[src/rtl/dfr_pkg.sv]
// ----------------------------------------------------------------------------
// dfr_pkg
// shared types and constants of the delimited frame receiver
// ----------------------------------------------------------------------------
`default_nettype none

package dfr_pkg;

   // item kinds on the request side
   localparam logic OP_BYTE = 1'b0;
   localparam logic OP_TICK = 1'b1;

   // end status codes
   localparam logic [1:0] ST_OK      = 2'd0;
   localparam logic [1:0] ST_ABORT   = 2'd1;
   localparam logic [1:0] ST_TIMEOUT = 2'd2;

   // delimiter and abort characters
   localparam logic [7:0] CH_LEAD_A = 8'h40;
   localparam logic [7:0] CH_LEAD_B = 8'h7B;
   localparam logic [7:0] CH_END_A  = 8'h7D;
   localparam logic [7:0] CH_END_B  = 8'h40;
   localparam logic [7:0] CH_CR     = 8'h0D;
   localparam logic [7:0] CH_LF     = 8'h0A;
   localparam logic [7:0] CH_EOF    = 8'hFF;

   localparam int DEF_MAX_FRAME_BYTES = 199;

   localparam int          TIMEOUT_W       = 24;
   localparam logic [23:0] TIMEOUT_RESET   = 24'd100000;

   // result queue
   localparam int QUEUE_DEPTH = 4;
   localparam int QUEUE_AW    = 2;

   typedef struct packed {
      logic       op;
      logic [7:0] rx_byte;
   } item_type;

   typedef struct packed {
      logic       byte_valid;
      logic [7:0] frame_byte;
      logic       frame_end;
      logic [1:0] status;
   } result_type;

   // results produced by one item, first in r0
   typedef struct packed {
      logic [1:0] count;
      result_type r0;
      result_type r1;
   } push_type;

endpackage

`default_nettype wire

[src/rtl/dfr_core.sv]
// ----------------------------------------------------------------------------
// dfr_core
// frame state and per item decision, one item per cycle while take is high
// ----------------------------------------------------------------------------
`default_nettype none

module dfr_core
   import dfr_pkg::*;
#(
   parameter int MAX_FRAME_BYTES = DEF_MAX_FRAME_BYTES
) (
   input  wire logic                 clock,
   input  wire logic                 reset,
   input  wire logic                 take,
   input  wire item_type             item,
   input  wire logic [TIMEOUT_W-1:0] timeout_ticks,
   output push_type                  push
);

   logic                 in_body_ff,    in_body_in;
   logic [7:0]           byte_count_ff, byte_count_in;
   logic [7:0]           prev_byte_ff,  prev_byte_in;
   logic                 prev_valid_ff, prev_valid_in;
   logic [TIMEOUT_W-1:0] tick_count_ff, tick_count_in;

   logic [TIMEOUT_W-1:0] tick_sum;
   logic [8:0]           count_sum;
   logic                 count_full;
   logic                 lead_seen;
   logic                 end_seen;
   logic                 abort_char;

   assign tick_sum   = tick_count_ff + TIMEOUT_W'(1);
   assign count_sum  = {1'b0, byte_count_ff} + 9'd1;
   assign count_full = count_sum >= 9'(MAX_FRAME_BYTES);
   assign lead_seen  = prev_valid_ff && prev_byte_ff == CH_LEAD_A
                       && item.rx_byte == CH_LEAD_B;
   assign end_seen   = prev_valid_ff && prev_byte_ff == CH_END_A
                       && item.rx_byte == CH_END_B;
   assign abort_char = item.rx_byte == CH_CR || item.rx_byte == CH_LF
                       || item.rx_byte == CH_EOF;

   always_comb begin
      in_body_in    = in_body_ff;
      byte_count_in = byte_count_ff;
      prev_byte_in  = prev_byte_ff;
      prev_valid_in = prev_valid_ff;
      tick_count_in = tick_count_ff;
      push          = '0;
      if (take) begin
         if (item.op == OP_TICK) begin
            tick_count_in = tick_sum;
            if (tick_sum >= timeout_ticks) begin
               push.count = 2'd1;
               push.r0    = '{1'b0, 8'h00, 1'b1, in_body_ff ? ST_ABORT : ST_TIMEOUT};
            end
         end else if (!in_body_ff) begin
            if (lead_seen) begin
               push.count    = 2'd2;
               push.r0       = '{1'b1, CH_LEAD_A, 1'b0, ST_OK};
               push.r1       = '{1'b1, CH_LEAD_B, 1'b0, ST_OK};
               in_body_in    = 1'b1;
               byte_count_in = 8'd2;
               prev_byte_in  = CH_LEAD_B;
               prev_valid_in = 1'b1;
               tick_count_in = '0;
            end else if (count_full) begin
               push.count = 2'd1;
               push.r0    = '{1'b0, 8'h00, 1'b1, ST_ABORT};
            end else begin
               byte_count_in = count_sum[7:0];
               prev_byte_in  = item.rx_byte;
               prev_valid_in = 1'b1;
            end
         end else begin
            push.count = 2'd1;
            if (end_seen) begin
               push.r0 = '{1'b1, item.rx_byte, 1'b1, ST_OK};
            end else if (abort_char || count_full) begin
               push.r0 = '{1'b1, item.rx_byte, 1'b1, ST_ABORT};
            end else begin
               push.r0       = '{1'b1, item.rx_byte, 1'b0, ST_OK};
               byte_count_in = count_sum[7:0];
               prev_byte_in  = item.rx_byte;
               prev_valid_in = 1'b1;
            end
         end
         // any frame end returns to hunting with cleared counters
         if (push.count == 2'd1 && push.r0.frame_end) begin
            in_body_in    = 1'b0;
            byte_count_in = '0;
            prev_byte_in  = '0;
            prev_valid_in = 1'b0;
            tick_count_in = '0;
         end
      end
   end

   always_ff @(posedge clock) begin
      if (reset) begin
         in_body_ff    <= 1'b0;
         byte_count_ff <= '0;
         prev_byte_ff  <= '0;
         prev_valid_ff <= 1'b0;
         tick_count_ff <= '0;
      end else begin
         in_body_ff    <= in_body_in;
         byte_count_ff <= byte_count_in;
         prev_byte_ff  <= prev_byte_in;
         prev_valid_ff <= prev_valid_in;
         tick_count_ff <= tick_count_in;
      end
   end

endmodule

`default_nettype wire

[src/rtl/dfr_queue.sv]
// ----------------------------------------------------------------------------
// dfr_queue
// small result queue, takes up to two results a cycle, gives one
// ----------------------------------------------------------------------------
`default_nettype none

module dfr_queue
   import dfr_pkg::*;
(
   input  wire logic        clock,
   input  wire logic        reset,
   input  wire push_type    push,
   input  wire logic        pop,
   output result_type       head,
   output logic             not_empty,
   output logic [QUEUE_AW:0] fill
);

   result_type            mem [QUEUE_DEPTH];
   logic [QUEUE_AW-1:0]   wr_ptr_ff, wr_ptr_in;
   logic [QUEUE_AW-1:0]   rd_ptr_ff, rd_ptr_in;
   logic [QUEUE_AW:0]     fill_ff,   fill_in;
   logic [QUEUE_AW-1:0]   wr_next;

   assign wr_next   = wr_ptr_ff + QUEUE_AW'(1);
   assign head      = mem[rd_ptr_ff];
   assign not_empty = fill_ff != '0;
   assign fill      = fill_ff;

   always_comb begin
      wr_ptr_in = wr_ptr_ff + QUEUE_AW'(push.count);
      rd_ptr_in = rd_ptr_ff + QUEUE_AW'(pop);
      fill_in   = fill_ff + (QUEUE_AW + 1)'(push.count) - (QUEUE_AW + 1)'(pop);
   end

   always_ff @(posedge clock) begin
      if (push.count != 2'd0) begin
         mem[wr_ptr_ff] <= push.r0;
      end
      if (push.count == 2'd2) begin
         mem[wr_next] <= push.r1;
      end
   end

   always_ff @(posedge clock) begin
      if (reset) begin
         wr_ptr_ff <= '0;
         rd_ptr_ff <= '0;
         fill_ff   <= '0;
      end else begin
         wr_ptr_ff <= wr_ptr_in;
         rd_ptr_ff <= rd_ptr_in;
         fill_ff   <= fill_in;
      end
   end

endmodule

`default_nettype wire

[src/rtl/delimited_frame_receiver_unit.sv]
// ----------------------------------------------------------------------------
// delimited_frame_receiver_unit
// hunts for the lead pair, forwards the frame body, ends with a status
// ----------------------------------------------------------------------------
// path: an accepted item is registered in the input stage, then its results are written into the queue
// throughput: one item per cycle while at most two results wait; a lead pair
//   gives two results, so the input stalls while three or more sit in the four entry queue
// reset: synchronous, clears frame state, queue pointers and input valid, and sets
//   timeout_ticks to 100000
`default_nettype none

module delimited_frame_receiver_unit
   import dfr_pkg::*;
#(
   parameter int MAX_FRAME_BYTES = DEF_MAX_FRAME_BYTES
) (
   input  wire logic                 clock,
   input  wire logic                 reset,
   // request stream
   input  wire logic                 req_tvalid,
   output logic                      req_tready,
   input  wire logic [7:0]           req_tdata,   // [7:0] rx_byte
   input  wire logic                 req_tuser,   // [0] op
   // result stream
   output logic                      rsp_tvalid,
   input  wire logic                 rsp_tready,
   output logic [15:0]               rsp_tdata,   // [7:0] frame_byte, [9:8] status
   output logic                      rsp_tlast,   // frame_end
   output logic                      rsp_tuser,   // [0] byte_valid
   // timeout register write
   input  wire logic                 csr_valid,
   output logic                      csr_ready,
   input  wire logic [TIMEOUT_W-1:0] csr_data
);

   // timeout register, always writable
   logic [TIMEOUT_W-1:0] timeout_ff;
   logic [TIMEOUT_W-1:0] timeout_in;

   assign csr_ready  = 1'b1;
   assign timeout_in = (csr_valid && csr_ready) ? csr_data : timeout_ff;

   // input stage
   logic     in_valid_ff, in_valid_in;
   item_type item_ff,     item_in;
   logic     req_accept;
   logic     take;

   // result queue view
   push_type          push;
   result_type        head;
   logic              not_empty;
   logic [QUEUE_AW:0] fill;
   logic              pop;

   // an item is processed only when the queue has room for a lead pair
   assign take       = in_valid_ff && (fill <= (QUEUE_AW + 1)'(QUEUE_DEPTH - 2));
   assign req_tready = !in_valid_ff || take;
   assign req_accept = req_tvalid && req_tready;

   always_comb begin
      item_in     = item_ff;
      in_valid_in = in_valid_ff;
      if (req_accept) begin
         item_in     = '{req_tuser, req_tdata};
         in_valid_in = 1'b1;
      end else if (take) begin
         in_valid_in = 1'b0;
      end
   end

   always_ff @(posedge clock) begin
      if (reset) begin
         in_valid_ff <= 1'b0;
         timeout_ff  <= TIMEOUT_RESET;
      end else begin
         in_valid_ff <= in_valid_in;
         timeout_ff  <= timeout_in;
      end
   end

   // payload holds without reset
   always_ff @(posedge clock) begin
      item_ff <= item_in;
   end

   // per item decision and frame state
   dfr_core #(
      .MAX_FRAME_BYTES (MAX_FRAME_BYTES)
   ) u_core (
      .clock         (clock),
      .reset         (reset),
      .take          (take),
      .item          (item_ff),
      .timeout_ticks (timeout_ff),
      .push          (push)
   );

   // results wait here until the rsp side takes them
   assign pop = rsp_tvalid && rsp_tready;

   dfr_queue u_queue (
      .clock     (clock),
      .reset     (reset),
      .push      (push),
      .pop       (pop),
      .head      (head),
      .not_empty (not_empty),
      .fill      (fill)
   );

   assign rsp_tvalid = not_empty;
   assign rsp_tdata  = {6'b0, head.status, head.frame_byte};
   assign rsp_tlast  = head.frame_end;
   assign rsp_tuser  = head.byte_valid;

   // queue never holds more than its depth
   a_fill_bound: assert property (@(posedge clock) disable iff (reset)
      fill <= (QUEUE_AW + 1)'(QUEUE_DEPTH))
      else $error("result queue overfilled");

   // a pair of results only follows a lead, never an end
   a_pair_no_end: assert property (@(posedge clock) disable iff (reset)
      push.count == 2'd2 |-> !push.r0.frame_end && !push.r1.frame_end)
      else $error("lead pair marked as frame end");

   // an end without a byte is never a success
   a_empty_end: assert property (@(posedge clock) disable iff (reset)
      rsp_tvalid && rsp_tlast && !rsp_tuser |-> head.status != ST_OK)
      else $error("empty frame end with success status");

   // status is zero on results that do not end a frame
   a_mid_status: assert property (@(posedge clock) disable iff (reset)
      rsp_tvalid && !rsp_tlast |-> head.status == ST_OK)
      else $error("status set on a mid frame result");

endmodule

`default_nettype wire

[config.mk]
export PLATFORM = sky130hd
export DESIGN_NAME = delimited_frame_receiver_unit
export DESIGN_NICKNAME = d
export VERILOG_FILES = /design/src/rtl/dfr_pkg.sv /design/src/rtl/dfr_core.sv /design/src/rtl/dfr_queue.sv /design/src/rtl/delimited_frame_receiver_unit.sv
export SDC_FILE = /design/constraint.sdc
export NUM_CORES = 1
export LEC_CHECK = 0
export BUFFER_PORTS_ARGS = -buffer_cell sky130_fd_sc_hd__buf_2
export CAP_MARGIN = 20
export CORE_AREA = 4 4 113 115
export DETAILED_ROUTE_END_ITERATION = 12
export DIE_AREA = 0 0 117 119
export PLACE_DENSITY = 0.79
export SLEW_MARGIN = 25
export SYNTH_ARGS = -nofsm -noshare
export SYNTH_HDL_FRONTEND = slang
export SYNTH_SLANG_ARGS = --single-unit
[constraint.sdc]
create_clock -name clock -period 6.2 [get_ports clock]
set_input_delay 0 -clock clock [delete_from_list [all_inputs] [get_ports clock]]
set_output_delay 0 -clock clock [all_outputs]
set_load 0.01 [all_outputs]
==> reports/results.ini, run 1 <==
[outcome]
result_of_the_run = completed

[place]
gp_congestion = 0.841
hpwlAfterDp_mm = 11.3
buffer_ports.inserted = 51
dp_worst_setup_slack_ns = 1.31

[floorplan]
rows = 40
initial_utilization = 0.590
ios = 59
design.die.area_sq_um = 13900
dieWidth_um = 117
die_height_um = 119
core_sq_um = 11800

[clocking]
cts_post_setup_buffers_inserted = 0
tritoncts_clock_tree = built
clk_latency_ns = 0.42
bufs_on_longest_clock_path = 2
tritoncts.num_buffers = 17
cts.clk_slew.worst_paths_ns = 0.06
cts_sinks = 131
clock_tree.htree_level_count = 4
clk_root_buffer_cell = clkbuf_16

[final_layout]
n_diodes = 0
post_route_cells_drive_above_1_share = 0.157
layout_fillers = 889
final_util = 0.692
total_nets_final = 865
layout_common_cells = dfxtp_1 (94), nand2_1 (63), nor2_1 (52), buf_2 (52), nand3_1 (46)
layout_commonest_cell = dfxtp_1
layout-area-overhead-vs-synth_pct = 17.2

[worst_setup_path]
critical_path_peak_fanout = 21
setup.worst_path.start_class = register
crit_start = u_core.tick_count_ff[2]
crit_type = reg2reg
worst-endpoint-arrival_ns = 5.26
reg2reg_from = u_core.tick_count_ff[2]
end_kind = register
worstPathRequired_ns = 6.49

[drt]
post-route-drc-count = 0
route.antenna.remaining_nets = 0
vias_per_cell = 5.93
drtPass1Iterations = 5
drt-wirelength-per-cell_um = 16.7
drt_iter0_markers = 548
route.vias.total = 5654
wirelength_mm = 15.9

[timing]
postLayoutSetupSlackWorst_ns = 1.23
timing.slew.headroom = 0.347
timing.final.hold_violations = 0
fin_crit_ns = 4.97
fin_tns_setup_ns = 0
fin_worst_skew_ns = 0.00617
grt_setup_unrepaired = false
maxClockFrequency_mhz = 201
slew_viol_final = 0
max_slew.worst_pin.slew_ns = 0.978
post-route-period-util = 0.801
report.final.setup_viol = 0

[min_path]
hold_class = in2reg
worstHoldStart = rsp_tready

[synthesis]
post_synth_inst_count = 724
synth_edf_count = 37
async_reset_ff_frac = 0
syn_avg_cell_area_sq_um = 9.63
ys_dominant_reg_cell = dfxtp_1
synth_seq_cells = 131
yosys.cell_types.count = 78
summed_instance_area_of_the_synthesized_netlist_sq_um = 6970
post-synth-top-area-cell = dfxtp_1
yosys_warnings = 0
synth_top_cells_by_area = dfxtp_1 (27%), edfxtp_1 (16%), ha_1 (5.7%)
synthDominantCellAreaShare = 0.270
synth_seq_area_share = 0.429

[global_route]
global_route.overflow_total = 0
grt.total_usage = 0.240
antenna_found_initial = 0
pin_count_of_the_biggest_net_entering_global_routing = 50
via_count_of_the_first_global_routing_pass = 5418
grt_first_pass_wirelength_mm = 26.6

[power]
standby_leakage_power_nw = 3.32
finalPower_w = 0.00232
ir_worst_vdd_uv = 153
power_density_nw_per_um2 = 284

[job]
max_cap_viols = 0

## through the flow
stage,instance area (sq um),instances,hold WS (ns)
CTS,8170,953,0.0642
global route,8170,954,0.101
floorplan,6990,729,0.0989
global placement,7220,886,0.177
finish,8170,954,0.0715
detailed placement,7240,887,0.178
## cell type report
type	count	area (sq um)	share of cell area
Timing Repair Buffer	93	661	0.0809
Multi-Input combinational cell	508	3590	0.439
Tap cell	147	184	0.0225
Clock inverter	14	156	0.0191
Clock buffer	18	429	0.0525
Sequential cell	131	2990	0.366
Inverter	43	161	0.0198
## final timing paths
| path | end | slack [ns] | cells after the start |
|---|---|---|---|
| worst max register to register | u_queue.fill[2] | 1.23 | 19 |
| worst max-delay path | u_queue.fill[2] | 1.23 | 19 |
| worst min-delay path | u_queue.rd_ptr_ff[0] | 0.07 | 4 |
| worst min register to register | u_queue.mem[2][5] | 0.47 | 2 |
## cells in the mapped netlist, drive strengths merged, types with 3 or more instances
cell type  instances
or4                4
nor3              18
inv               43
nand2b             6
and2               7
nor2b              6
mux4              12
nor2              52
a32oi             10
and4               3
a21o               5
or3                6
a22o               3
and3               5
dfxtp             94
nor4              11
xnor2             20
o211ai            10
or2                4
ha                32
a31o               3
a21oi             23
nand2             63
a22oi              4
nand3             48
o31ai              5
a32o               3
edfxtp            37
buf               25
o21ai             45
nand4             15
xor2               9
a31oi              6
clkbuf            22
nor3b              4
mux2i             30
## logic make-up (layout without fill, tap and decap cells)
family | count (synthesis) | after routing | share of synthesized area
adders and majority gates | 33 | 33 | 0.0603
muxes | 43 | 43 | 0.0834
other | 2 | 7 | 0.00108
DFF | 131 | 131 | 0.429
xor gates and xnor gates | 29 | 29 | 0.0364
buffers and inverters | 90 | 168 | 0.0592
and+or+nand+nor | 257 | 257 | 0.193
AOI/OAI and AO/OA | 139 | 139 | 0.137
## flip-flops by register name, indices dropped and copies added, names as in the netlist
signal	cells
item_ff	9
u_queue.rd_ptr_ff	2
u_queue.mem	48
u_core.prev_valid_ff	1
u_core.prev_byte_ff	8
timeout_ff	24
u_queue.fill	3
in_valid_ff	1
u_core.byte_count_ff	8
u_core.tick_count_ff	24
u_core.in_body_ff	1
u_queue.wr_ptr_ff	2
## timing repair
action / 4_1_cts / 5_1_grt
hold buffers: 34 / 0
hold endpoints to repair: 34 / 0
gates resized for setup: 0 / 0
## power by group
group,leakage [nW],switching (W),internal (W)
Sequential,1.12,0.0000600,0.000926
Clock,0.278,0.000394,0.000596
Combinational,1.92,0.000169,0.000178
## per-layer routing
metal  global-route usage  part of all wire  vias to the layer above  routed length, um
li1                     -                 -                     2769                  -
met1                0.307              0.42                     2679               6760
met2                0.394              0.51                      175               8050
met3               0.0498             0.048                       31                766
met4               0.0953             0.022                        0                357
met5                    0                 0                        -                  0
## critical path: stages, from the launching register on
cell and delay [ns]:
dfxtp_1 0.43, nand3_2 0.19, nor4_4 0.46, and4_1 0.31
nand3_2 0.17, nor2_1 0.17, xnor2_1 0.15, inv_1 0.06
ha_1 0.31, a21o_1 0.19, a21o_1 0.17, a2111o_1 0.45
a41o_1 0.31, o21ai_1 0.20, buf_4 0.28, a31oi_1 0.11
ha_1 0.25, fa_1 0.39, xnor2_1 0.18, nor2_1 0.05
Power figures use the tool's default switching activity.
==> run 2: changes to the inputs <==
--- a/config.mk
+++ b/config.mk
@@ -7,10 +7,10 @@
 export LEC_CHECK = 0
 export BUFFER_PORTS_ARGS = -buffer_cell sky130_fd_sc_hd__buf_2
 export CAP_MARGIN = 20
-export CORE_AREA = 4 4 113 115
+export CORE_AREA = 4 4 119 121
 export DETAILED_ROUTE_END_ITERATION = 12
-export DIE_AREA = 0 0 117 119
-export PLACE_DENSITY = 0.79
+export DIE_AREA = 0 0 123 125
+export PLACE_DENSITY = 0.75
 export SLEW_MARGIN = 25
 export SYNTH_ARGS = -nofsm -noshare
 export SYNTH_HDL_FRONTEND = slang
==> constraint.sdc (replaced) <==
create_clock -name clock -period 4.4 [get_ports clock]
set_input_delay 0 -clock clock [delete_from_list [all_inputs] [get_ports clock]]
set_output_delay 0 -clock clock [all_outputs]
set_load 0.01 [all_outputs]
==> run 2 against run 1 <==
  * Sequential cell count is the same
  * Die area up 10%
  * Total power rose by 45%
  * Clock-buffer cell count is the same
  * Wire length is 6.8% higher
==> reports/results.ini, run 2 (same netlist as run 1, synthesis figures left out) <==
[outcome]
result_of_the_run = completed

[timing]
timing.slew.headroom = 0.433
final.hold.worst_slack_ns = 0.0189
fin_worst_skew_ns = 0.00533
maxClockFrequency_mhz = 239
postLayoutSetupSlackWorst_ns = 0.218
timing.final.hold_violations = 0
max_slew.worst_pin.slew_ns = 0.844
post-route-period-util = 0.950
fin_crit_ns = 4.18
report.final.setup_viol = 0
slew_viol_final = 0
fin_tns_setup_ns = 0

[worst_setup_path]
critical_path_peak_fanout = 5
worst-endpoint-arrival_ns = 4.47
cp_common_cell = ha_1
end_kind = register
critical_path.top_delay_family = simple AND/OR/NAND/NOR gates
cells_traversed_along_the_worst_timing_path = ha_1 -> nand2_1 -> or4_4 -> nor4_1 -> xnor2_1 -> ha_1 -> nand4_2 -> nor2_1 -> a2111o_1 -> a41o_1 -> o21ai_2 -> a31oi_1 -> ha_1 -> fa_1 -> xnor2_1 -> nor2_1
crit_slowest_cell = or4_4
crit_type = reg2reg
setup.worst_path.start_class = register
worstPathRequired_ns = 4.69
worstPathBufferInverterCount = 0
critical-path-max-stage-delay_ns = 0.56

[power]
standby_leakage_power_nw = 3.44
ir_worst_vdd_uv = 266
power_density_nw_per_um2 = 400

[final_layout]
post_route_cells_drive_above_1_share = 0.190
largestRegisters = u_queue.mem: 48 flops, timeout_ff: 24 flops, u_core.tick_count_ff: 24 flops
largest-register = u_queue.mem
final_util = 0.643
n_diodes = 0
final_design_area_no_fill_sq_um = 8420
largest_reg_flops = 48
layout_common_cells = dfxtp_1 (87), nand2_1 (62), nor2_1 (51), buf_2 (51), nand3_1 (46)
total_nets_final = 880
layout-area-overhead-vs-synth_pct = 20.7
layout_commonest_cell = dfxtp_1

[global_route]
via_count_of_the_first_global_routing_pass = 5798
global_route.overflow_total = 0
grt_use_met3 = 0.0506
globalRouteMet1Util = 0.292
groute.layer.met2.usage = 0.385
grt.total_usage = 0.230
antenna_found_initial = 0
pin_count_of_the_biggest_net_entering_global_routing = 49
grt_first_pass_wirelength_mm = 28.2
grt_busiest_layer = met2

[drt]
vias_per_cell = 5.84
drt-wirelength-per-cell_um = 17.1
post-route-drc-count = 0
route.antenna.remaining_nets = 0
wirelength_mm = 17.0
drt_iter0_markers = 535
route.vias.total = 5825
drtPass1Iterations = 7

[place]
placed_cell_area_sq_um = 7380
dp_worst_setup_slack_ns = 0.108
gp_congestion = 0.906
buffer_ports.inserted = 51
hpwlAfterDp_mm = 11.9

[floorplan]
die_height_um = 125
design.die.area_sq_um = 15400
initial_utilization = 0.533
ios = 59
dieWidth_um = 123
core_sq_um = 13100
rows = 42

[clocking]
clk_latency_ns = 0.43
clk_root_buffer_cell = clkbuf_16
cts.clk_slew.worst_paths_ns = 0.06
tritoncts_clock_tree = built
tritoncts.num_buffers = 17
bufs_on_longest_clock_path = 2
cts_sinks = 131
clock_tree.htree_level_count = 4

[job]
max_cap_viols = 0

[min_path]
hold_class = in2reg

## run 2: changes by cell type in the layout (fill, tap and decap cells not counted), moves of 2 or more
cell	change
clkinv_2	-2
dfxtp_2	+5
nor3_1	-2
dfxtp_4	+2
buf_4	+17
dfxtp_1	-7
nand3_4	+2
clkinv_1	+2
nor3_2	+2
inv_6	+3
nand3_2	-2
clkinv_4	-3
## run 2: final timing paths
check / startpoint / endpoint / slack (ns) / cells past startpoint
max: u_core.tick_count_ff[0] / u_queue.fill[2] / 0.22 / 16
min: reset / timeout_ff[5] / 0.02 / 3
max reg2reg: u_core.tick_count_ff[0] / u_queue.fill[2] / 0.22 / 16
min reg2reg: u_queue.mem[2][1] / u_queue.mem[2][1] / 0.46 / 2
## run 2: area by class of cell
| cell class | count | area (sq um) |
|---|---|---|
| flip-flops and latches | 131 | 3010 |
| repair buffers | 108 | 768 |
| fillers | 1019 | 4670 |
| multi-input cells | 508 | 3650 |
| inverters | 43 | 161 |
| well taps | 176 | 220 |
| clock inverters | 14 | 176 |
| clock buffers | 18 | 439 |
## run 2: power breakdown
group	switching [W]	internal [W]
Clock	0.000563	0.000913
Sequential	0.0000856	0.00130
Combinational	0.000245	0.000254
## run 2: worst register-to-register path: stages (launching register included)
cell      delay [ns]
dfxtp_1         0.37
ha_1            0.18
nand2_1         0.10
or4_4           0.56
nor4_1          0.37
xnor2_1         0.19
ha_1            0.29
nand4_2         0.15
nor2_1          0.07
a2111o_1        0.42
a41o_1          0.25
o21ai_2         0.15
a31oi_1         0.09
ha_1            0.25
fa_1            0.38
xnor2_1         0.16
nor2_1          0.06
## run 2: timing repair
| item | CTS | global route |
|---|---|---|
| endpoints found under the hold margin | 34 | 0 |
| endpoints found under the setup margin | 0 | 34 |
| setup buffers | 0 | 3 |
| gates resized for setup | 0 | 18 |
| hold buffers | 34 | 0 |
## run 2: routing by layer
metal  part of all wire  routed length (um)
met1               0.44                7460
met2               0.51                8600
met3              0.043                 734
met4              0.013                 224
met5                  0                   0
## run 2: through the flow
stage | instances | total power, W
finish | 998 | 0.00336
detailed placement | 929 | 0.00189
global route | 998 | 0.00350
global placement | 929 | 0.00187
floorplan | 729 | 0.00174
CTS | 995 | 0.00338
==> run 3: changes to the inputs <==
--- a/config.mk
+++ b/config.mk
@@ -7,10 +7,10 @@
 export LEC_CHECK = 0
 export BUFFER_PORTS_ARGS = -buffer_cell sky130_fd_sc_hd__buf_2
 export CAP_MARGIN = 20
-export CORE_AREA = 4 4 119 121
+export CORE_AREA = 4 4 113 115
 export DETAILED_ROUTE_END_ITERATION = 12
-export DIE_AREA = 0 0 123 125
-export PLACE_DENSITY = 0.75
+export DIE_AREA = 0 0 117 119
+export PLACE_DENSITY = 0.79
 export SLEW_MARGIN = 25
 export SYNTH_ARGS = -nofsm -noshare
 export SYNTH_HDL_FRONTEND = slang
==> constraint.sdc (replaced) <==
create_clock -name clock -period 5.4 [get_ports clock]
set_input_delay 0.27 -clock clock [delete_from_list [all_inputs] [get_ports clock]]
set_output_delay 0.27 -clock clock [all_outputs]
set_load 0.01 [all_outputs]
==> run 3 against run 2 <==
  * Die area is 9.4% lower
  * Critical path depth fell by 2
  * Clock-buffer cell count up 3
  * Combinational power is 24% lower
  * First-iteration DRC count is 16% lower
  * Via count fell by 3.4%
  * Total power decreased by 23%
  * Fmax is 15% lower
  * Critical path type unchanged
  * Critical endpoint is now u_queue.mem[2][7]
  * Largest power group is now sequential cells
==> reports/results.ini, run 3 (same netlist as run 1, synthesis figures left out) <==
[timing]
timing.slew.headroom = 0.362
fin_crit_ns = 4.90
fin_worst_skew_ns = 0.00608
maxClockFrequency_mhz = 204
post-route-period-util = 0.908
final.hold.worst_slack_ns = 0.0213
report.final.setup_viol = 0
slew_viol_final = 0
grt_setup_unrepaired = false
timing.final.hold_violations = 0
max_slew.worst_pin.slew_ns = 0.957
fin_tns_setup_ns = 0

[clocking]
bufs_on_longest_clock_path = 2
ctsHoldBuffers = 0
tritoncts_clock_tree = built
clock_tree.htree_level_count = 4
post_cts_resized = 0
clk_latency_ns = 0.42
tritoncts.num_buffers = 17
cts_post_setup_buffers_inserted = 0
clk_root_buffer_cell = clkbuf_16
cts_sinks = 131
cts.clk_slew.worst_paths_ns = 0.06

[worst_setup_path]
cells_traversed_along_the_worst_timing_path = ha_1 -> nand2_1 -> or4_1 -> nor4b_1 -> xnor2_1 -> inv_1 -> ha_1 -> nand4_2 -> nor3_1 -> a22oi_1 -> and2_1 -> a21oi_2 -> nand3_1 -> nand2_1
reg2reg_from = u_core.tick_count_ff[0]
worstPathBufferInverterCount = 1
setup.worst_path.start_class = register
crit_start = u_core.tick_count_ff[0]
crit_slowest_cell = or4_1
reg2reg_depth = 14
critical_path_peak_fanout = 12
worst_reg2reg_setup_slack_ns = 0.50
crit_type = reg2reg
worst-endpoint-arrival_ns = 5.01
end_kind = register
critical_path.top_delay_family = simple AND/OR/NAND/NOR gates
worstPathRequired_ns = 5.50
critical-path-max-stage-delay_ns = 0.57
worstReg2RegEnd = u_queue.mem[2][7]

[place]
gp_congestion = 0.982
buffer_ports.inserted = 51
placed_cell_area_sq_um = 7250
hpwlAfterDp_mm = 11.2

[power]
combinationalPowerShare = 0.145
clkPwrFrac = 0.419
power_switching_w = 0.000692
netSwitchingFraction = 0.266
power.share.sequential = 0.436
internal-power_w = 0.00191
standby_leakage_power_nw = 3.18
ir_worst_vdd_uv = 218
power_density_nw_per_um2 = 333

[final_layout]
layout-area-overhead-vs-synth_pct = 12.2
layout_common_cells = dfxtp_1 (94), nand2_1 (63), nor2_1 (52)
n_diodes = 0
layout_fillers = 941
layout_commonest_cell = dfxtp_1
largest_reg_flops = 48
largestRegisters = u_queue.mem: 48 flops, timeout_ff: 24 flops, u_core.tick_count_ff: 24 flops
post_route_cells_drive_above_1_share = 0.166
largest-register = u_queue.mem
total_nets_final = 833
final_design_area_no_fill_sq_um = 7820

[floorplan]
design.die.area_sq_um = 13900
dieWidth_um = 117
die_height_um = 119
core_sq_um = 11800
rows = 40
initial_utilization = 0.590
ios = 59

[drt]
wirelength_mm = 15.6
route.vias.total = 5628
route.antenna.remaining_nets = 0
drt-wirelength-per-cell_um = 16.9
post-route-drc-count = 0
drtPass1Iterations = 6
drt_iter0_markers = 451
vias_per_cell = 6.10

[job]
max_cap_viols = 0

[outcome]
result_of_the_run = completed

[min_path]
worstHoldStart = req_tdata[2]
holdPathStages = 1
holdPathEnd = item_ff[2]
hold_class = in2reg

[global_route]
grt.total_usage = 0.236
via_count_of_the_first_global_routing_pass = 5560
global_route.overflow_total = 0
antenna_found_initial = 0
pin_count_of_the_biggest_net_entering_global_routing = 50
grt_first_pass_wirelength_mm = 26.2

## run 3: final cells by class
cell class                      instances  area, sq um  share of cell area
Multi-Input combinational cell        508         3590               0.458
Clock buffer                           21          462              0.0590
Timing Repair Buffer                   61          330              0.0422
Sequential cell                       131         2990               0.383
Tap cell                              147          184              0.0235
Clock inverter                         11          105              0.0134
Inverter                               43          161              0.0206
## run 3: metrics by stage
step / std cells / util / setup WS (ns) / power, W
final: 922 / 0.662 / 0.496 / 0.00260
after global placement: 890 / 0.614 / 0.681 / 0.00151
after floorplan: 729 / - / 0.902 / 0.00142
after detailed placement: 890 / 0.614 / 0.546 / 0.00153
after global routing: 922 / 0.662 / 0.146 / 0.00271
after CTS: 922 / 0.662 / 0.534 / 0.00262
## run 3: worst max path at each step
stage	end	cells after the start
2_1_floorplan	u_queue.fill[2]	20
6_report	u_queue.mem[2][7]	14
3_5_place_dp	u_queue.mem[2][8]	14
4_1_cts	u_queue.fill[2]	18
5_1_grt	u_queue.fill[2]	18
3_3_place_gp	u_queue.mem[2][8]	14
## run 3: power groups by stage
stage	Clock, W	Combinational [W]	Sequential [W]
global placement	0	0.000365	0.00115
detailed placement	0	0.000379	0.00115
finish	0.00109	0.000378	0.00113
floorplan	0	0.000307	0.00111
CTS	0.00110	0.000383	0.00113
global route	0.00115	0.000420	0.00114
## run 3: routing by layer
metal | track usage | up-vias | share of wire
met5 | 0 | - | 0
met4 | 0.0896 | 0 | 0.022
met3 | 0.0579 | 26 | 0.054
met2 | 0.410 | 175 | 0.52
met1 | 0.278 | 2720 | 0.40
li1 | - | 2707 | -
